File: config.mk
export PLATFORM = sky130hd
export DESIGN_NAME = tlbb_cell
export DESIGN_NICKNAME = d
export VERILOG_FILES = /design/src/hdl/timeout_label_barrier_bias_macros.svh /design/src/hdl/tlbb_pkg.sv /design/src/hdl/tlbb_cell.sv
export SDC_FILE = /design/constraint.sdc
export NUM_CORES = 1
export LEC_CHECK = 0
export BUFFER_PORTS_ARGS = -buffer_cell sky130_fd_sc_hd__buf_2
export CAP_MARGIN = 40
export CORE_MARGIN = 2
export CORE_UTILIZATION = 52
export CTS_BUF_LIST = sky130_fd_sc_hd__clkbuf_2 sky130_fd_sc_hd__clkbuf_4 sky130_fd_sc_hd__clkbuf_8
export DETAILED_ROUTE_END_ITERATION = 16
export MAX_ROUTING_LAYER = met4
export PLACE_DENSITY = 0.95
export SKIP_LAST_GASP = 1
export SLEW_MARGIN = 20
export SYNTH_ARGS = -nofsm -noshare
export SYNTH_HDL_FRONTEND = slang
export SYNTH_SLANG_ARGS = --single-unit
File: constraint.sdc
create_clock -name clk -period 5 [get_ports clk]
set_input_delay 1 -clock clk [delete_from_list [all_inputs] [get_ports clk]]
set_output_delay 1 -clock clk [all_outputs]
set_load 0.01 [all_outputs]
File: src/hdl/timeout_label_barrier_bias_macros.svh
// Assertion helpers for the timeout label barrier bias block.
`ifndef TIMEOUT_LABEL_BARRIER_BIAS_MACROS_SVH
`define TIMEOUT_LABEL_BARRIER_BIAS_MACROS_SVH

// Same-cycle implication, sampled on clk, off during reset.
`define TLBB_ASSERT_IMP(lbl, ante, cons, msg) \
    lbl: assert property (@(posedge clk) disable iff (!rst_n) (ante) |-> (cons)) \
        else $error(msg);

// Next-cycle implication, sampled on clk, off during reset.
`define TLBB_ASSERT_NXT(lbl, ante, cons, msg) \
    lbl: assert property (@(posedge clk) disable iff (!rst_n) (ante) |=> (cons)) \
        else $error(msg);

`endif

File: src/hdl/tlbb_pkg.sv
package tlbb_pkg;

    localparam int MAX_HORIZON  = 32;
    localparam int PRICE_BITS   = 24;
    localparam int DEPTH        = MAX_HORIZON + 1;
    localparam int CNT_BITS     = $clog2(DEPTH + 1);
    localparam int SEEN_BITS    = 6;
    localparam int TICK_BITS    = 12;
    localparam int HOR_BITS     = 6;
    localparam int CFG_IDX_BITS = 2;

    // register indexes
    localparam logic [CFG_IDX_BITS-1:0] CFG_UPPER   = 2'd0;
    localparam logic [CFG_IDX_BITS-1:0] CFG_LOWER   = 2'd1;
    localparam logic [CFG_IDX_BITS-1:0] CFG_HORIZON = 2'd2;

    // label codes
    localparam logic signed [1:0] LABEL_UP      = 2'sd1;
    localparam logic signed [1:0] LABEL_DOWN    = -2'sd1;
    localparam logic signed [1:0] LABEL_TIMEOUT = 2'sd0;

    typedef logic [PRICE_BITS-1:0] price_t;

    typedef struct packed {
        logic signed [1:0] label_in;
        price_t            close_ticks;
        price_t            high_ticks;
        price_t            low_ticks;
        logic              last_bar;
    } bar_t;

    typedef struct packed {
        logic signed [1:0] label_out;
        logic              last_result;
    } result_t;

    // one pending bar
    typedef struct packed {
        logic signed [1:0]    label;
        price_t               close;
        price_t               peak_high;
        price_t               min_low;
        logic [SEEN_BITS-1:0] seen;
    } entry_t;

    typedef struct packed {
        logic update;   // fold the new bar into the window
        logic load;     // take the new bar as a fresh entry
        logic shift;    // take the neighbor's entry (head pop)
    } cell_ctrl_t;

endpackage

File: src/hdl/tlbb_cell.sv
module tlbb_cell (
    input  logic                 clk,
    input  logic                 rst_n,
    input  tlbb_pkg::cell_ctrl_t ctrl,
    input  tlbb_pkg::bar_t       bar,
    input  tlbb_pkg::entry_t     next_entry,
    output tlbb_pkg::entry_t     entry
);

    tlbb_pkg::entry_t entry_reg;
    tlbb_pkg::entry_t entry_next;

    always_comb
    begin
        entry_next = entry_reg;
        if (ctrl.shift)
        begin
            entry_next = next_entry;
        end
        else if (ctrl.load)
        begin
            entry_next.label     = bar.label_in;
            entry_next.close     = bar.close_ticks;
            entry_next.peak_high = '0;
            entry_next.min_low   = '0;
            entry_next.seen      = '0;
        end
        else if (ctrl.update)
        begin
            if (entry_reg.seen == '0)
            begin
                entry_next.peak_high = bar.high_ticks;
                entry_next.min_low   = bar.low_ticks;
            end
            else
            begin
                if (bar.high_ticks > entry_reg.peak_high)
                begin
                    entry_next.peak_high = bar.high_ticks;
                end
                if (bar.low_ticks < entry_reg.min_low)
                begin
                    entry_next.min_low = bar.low_ticks;
                end
            end
            if (entry_reg.seen != '1)
            begin
                entry_next.seen = entry_reg.seen + tlbb_pkg::SEEN_BITS'(1);
            end
        end
    end

    // seen count must start at zero; payload cleared with it
    always_ff @(posedge clk or negedge rst_n)
    begin
        if (!rst_n)
        begin
            entry_reg <= '0;
        end
        else
        begin
            entry_reg <= entry_next;
        end
    end

    assign entry = entry_reg;

endmodule
==> impl_summary.txt <==
----------------------------------------------------
[Setup path]
  Type of element capturing the critical path ... register
  Worst-path cell chain ... buf_2 -> buf_4 -> or2_1 -> buf_4 -> a21oi_1 -> o31a_1 -> a311oi_4 -> buf_6 -> buf_12 -> mux2i_1
  Total stage count of the critical path ... 10
  Critical path buffer and inverter count ... 5
  Crit path required time ... 5.27 ns
  Startpoint Class ... input pin
  Startpoint-to-endpoint class of the critical path ... in -> reg
  Cell type with the highest occurrence count on the critical path ... sky130_fd_sc_hd__buf_4
  Cells on worst reg2reg path ... 8
  Worst-path maximum fanout ... 29
  Worst-path cell with the longest stage delay ... sky130_fd_sc_hd__buf_4
  Crit-path leading delay family ... buffers and inverters
  Maximum single-stage delay on the critical path ... 0.39 ns
  Crit path arrival time ... 3.33 ns

[STA]
  RSZ-0062 raised after global routing ... no
  Final critical-path share of the clock period ... 0.612
  Total count of max-transition violations in the final report ... 0
  Count of endpoints failing hold in the final timing report ... 0
  Max Clock Skew ... 0.0162 ns
  Worst Tran Pin Value ... 0.602 ns
  Max transition margin ... 0.597
  Peak clock frequency supported by timing ... 327 MHz
  Final number of setup-violating endpoints ... 0
  Minimum period implied by the final worst setup slack ... 3.06 ns
  Sum of negative setup slack ... 0 ns

[Pwr]
  Power Dens Cells ... 282 nW/um2
  Maximum resistive drop on vdd ... 0.183 mV
  Leakage power of the design ... 3.59 nW

[Global route]
  Global Route met2 Usage ... 0.449
  Pin count of the biggest net entering global routing ... 84
  Wire length of the first global-routing pass ... 21500 um
  Most used routing layer ... met2
  Leftover overflow at the end of global routing ... 0
  Met3 Use GR ... 0.0612
  Met1 routing resource usage after global routing ... 0.314
  GRT Resource Usage Total ... 0.267
  Number of antenna violations at the first check in global routing ... 1
  Via count of the first global-routing pass ... 4671

[Placed design]
  Standard cell area after detailed placement ... 6420 um2
  GP Congestion ... 0.864
  HPWL after detailed placement ... 10700 um
  Port buffer count ... 238

[Cells and area]
  Fraction of final layout cells with drive strength greater than 1 ... 0.352
  Total Nets Final ... 977
  Flip-flop count of the largest register after layout ... 80
  Sequential standard cell area ... 2000 um2
  Multi-input combinational cell area ... 2750 um2
  Design Area, Final ... 6640 um2
  Number of filler instances in the final layout ... 761
  Layout overhead on the synthesized area ... 29.2%

[Synth]
  Sequential share of the synthesized area ... 0.390
  Most area-hungry cell type in the Yosys netlist ... sky130_fd_sc_hd__dfrtp_1
  Gate Count Post-Synth ... 541
  Register bit count reported by yosys ... 80
  Total nets after synthesis ... 750
  Fraction of registers with async set/reset ... 1.00
  Count of different cell masters after synthesis ... 47
  Synth Cell Area ... 5140 um2
  Area share of the largest cell type after synthesis ... 0.390
  Mapped Avg Cell Area ... 9.49 um2
  Synth Flop Type ... sky130_fd_sc_hd__dfrtp_1
  Count of warnings emitted by yosys ... 0
  Ranking of synthesized cells by area ... sky130_fd_sc_hd__dfrtp_1 (39%), sky130_fd_sc_hd__ha_1 (12%), sky130_fd_sc_hd__mux2i_1 (9.7%)
  Number of enable flip-flop cells after synthesis ... 0

[CTS]
  Num CTS Buffers ... 9
  Clock tree root driver cell ... sky130_fd_sc_hd__clkbuf_8
  Post-cts resize count ... 0
  Later-pin clock latency in the skew report ... 0.35 ns
  Buffers inserted by post-CTS timing repair ... 0
  Number of clock sinks seen by CTS ... 80
  Buffer levels on the longest clock path ... 2
  Clock tree from TritonCTS ... yes
  CTS HTree Levels ... 3
  Clock slew at the register clock pins of the worst setup and hold paths ... 0.09 ns
  Cts-stage hold buffer count ... 0

[Route]
  Count of antenna-violating nets left after detailed routing ... 0
  Via-to-Cell Ratio ... 5.42
  Total DRC errors in the routed layout ... 0
  Iter 0 DRT Violations ... 166
  Aggregate routed wire length ... 14100 um
  Per-cell routed wire length ... 15.6 um
  Vias after detailed routing ... 4917
  DR pass1 iterations ... 4

[Die]
  Die outline width ... 103 um
  Top-Level Pins ... 240
  Die outline area ... 10700 um2
  Vertical extent of the die ... 103 um
  Total number of placement rows ... 36
  Initial core utilization ... 0.530
  Core region area ... 9680 um2

[Worst hold path]
  Hold/Removal Path Class ... reg -> reg
  Depth of the worst hold-timing path ... 1

[Status]
  Status ... completed

[Run]
  Total of max-cap violations ... 0

----------------------------------------------------
[final cells by class]
| type | instances | area share |
|---|---|---|
| timing repair buffer | 247 | 0.198 |
| tap | 133 | 0.0251 |
| clock buffer | 9 | 0.0187 |
| multi-input combinational | 378 | 0.415 |
| antenna | 1 | 0.000377 |
| sequential | 80 | 0.302 |
| clock inverter | 7 | 0.0119 |
| inverter | 52 | 0.0294 |
[Yosys cell counts (6+ instances only)]
| library cell | number |
|---|---|
| sky130_fd_sc_hd__clkbuf_1 | 13 |
| sky130_fd_sc_hd__inv_1 | 51 |
| sky130_fd_sc_hd__buf_2 | 6 |
| sky130_fd_sc_hd__ha_1 | 49 |
| sky130_fd_sc_hd__nand2_1 | 58 |
| sky130_fd_sc_hd__nor2_1 | 8 |
| sky130_fd_sc_hd__o22a_1 | 23 |
| sky130_fd_sc_hd__o21ai_0 | 44 |
| sky130_fd_sc_hd__nor2b_1 | 25 |
| sky130_fd_sc_hd__buf_6 | 6 |
| sky130_fd_sc_hd__a21oi_1 | 26 |
| sky130_fd_sc_hd__dfrtp_1 | 80 |
| sky130_fd_sc_hd__mux2i_1 | 50 |
| sky130_fd_sc_hd__o21ai_1 | 15 |
| sky130_fd_sc_hd__a22oi_1 | 25 |
| sky130_fd_sc_hd__nand4_1 | 12 |
| sky130_fd_sc_hd__nand3_1 | 7 |
[per-layer routing]
metal,share of wire,wire (um)
met1,0.41,5840
met2,0.49,6910
met3,0.075,1060
met4,0.023,324
met5,0,0
[worst register-to-register path, cell delays in order (launching register included)]
cell                       delay (ns)
sky130_fd_sc_hd__dfrtp_1         0.39
sky130_fd_sc_hd__inv_1           0.06
sky130_fd_sc_hd__ha_1            0.31
sky130_fd_sc_hd__nand4_1         0.22
sky130_fd_sc_hd__nor4_1          0.44
sky130_fd_sc_hd__o311ai_1        0.16
sky130_fd_sc_hd__and4_1          0.26
sky130_fd_sc_hd__nor2_4          0.48
sky130_fd_sc_hd__o32a_1          0.26
[logic make-up (layout without fill, tap and decap cells)]
kind of cell | after synthesis | after routing | share of synthesized area
AO/OA/AOI/OAI | 155 | 155 | 0.198
adder cells (fa/ha/maj) | 49 | 49 | 0.119
buffers and inverters | 83 | 315 | 0.0745
flip-flops | 80 | 80 | 0.390
multiplexers | 50 | 50 | 0.0974
other | 0 | 1 | 0
AND/OR/NAND/NOR | 124 | 124 | 0.121
[path summary, 6_finish.rpt]
| check | startpoint | endpoint | slack, ns |
|---|---|---|---|
| setup / recovery | ctrl[1] | entry[18]$_DFFE_PN0P_ | 1.94 |
| max in group asynchronous | rst_n | entry[20]$_DFFE_PN0P_ | 3.77 |
| hold / removal | entry[49]$_DFFE_PN0P_ | entry[49]$_DFFE_PN0P_ | 0.53 |
| hold reg to reg | entry[49]$_DFFE_PN0P_ | entry[49]$_DFFE_PN0P_ | 0.53 |
| min in group asynchronous | rst_n | entry[46]$_DFFE_PN0P_ | 0.62 |
| setup reg to reg | entry[52]$_DFFE_PN0P_ | entry[30]$_DFFE_PN0P_ | 2.38 |
[layout by cell type, fill, tap and decap left out, types with 2 or more instances in the layout]
| cell type | instances |
|---|---|
| sky130_fd_sc_hd__nor3_1 | 2 |
| sky130_fd_sc_hd__nor4_1 | 4 |
| sky130_fd_sc_hd__nand2_1 | 58 |
| sky130_fd_sc_hd__dfrtp_1 | 80 |
| sky130_fd_sc_hd__inv_1 | 51 |
| sky130_fd_sc_hd__nor2_1 | 7 |
| sky130_fd_sc_hd__o21ai_0 | 44 |
| sky130_fd_sc_hd__clkbuf_8 | 9 |
| sky130_fd_sc_hd__nand3_1 | 7 |
| sky130_fd_sc_hd__buf_4 | 7 |
| sky130_fd_sc_hd__nor2b_1 | 25 |
| sky130_fd_sc_hd__nand4_1 | 12 |
| sky130_fd_sc_hd__o21ai_1 | 15 |
| sky130_fd_sc_hd__a21oi_1 | 26 |
| sky130_fd_sc_hd__o31ai_1 | 2 |
| sky130_fd_sc_hd__buf_12 | 2 |
| sky130_fd_sc_hd__ha_1 | 49 |
| sky130_fd_sc_hd__clkinvlp_4 | 2 |
| sky130_fd_sc_hd__mux2i_1 | 50 |
| sky130_fd_sc_hd__a22oi_1 | 25 |
| sky130_fd_sc_hd__buf_2 | 236 |
| sky130_fd_sc_hd__a21o_1 | 5 |
| sky130_fd_sc_hd__a221oi_1 | 2 |
| sky130_fd_sc_hd__o22a_1 | 23 |
| sky130_fd_sc_hd__a21boi_0 | 2 |
[report_power, final]
part	leakage, nW	internal [mW]	switching, mW	total [mW]
combinational	2.51	0.270	0.322	0.592
sequential	0.980	0.728	0.0580	0.786
clock	0.0978	0.236	0.257	0.493
total	3.59	1.23	0.636	1.87
[per-stage QoR]
step	setup WS [ns]	power (mW)	std cells	hold slack (ns)	utilization
global route	1.76	2.00	907	0.566	0.685
finish	1.94	1.87	907	0.535	0.685
floorplan	2.09	1.14	541	0.547	-
detailed placement	1.29	1.39	889	0.515	0.663
global placement	1.32	1.36	887	0.510	0.658
CTS	1.66	1.88	905	0.537	0.684
Note: power is estimated with default switching activity, not from simulation.
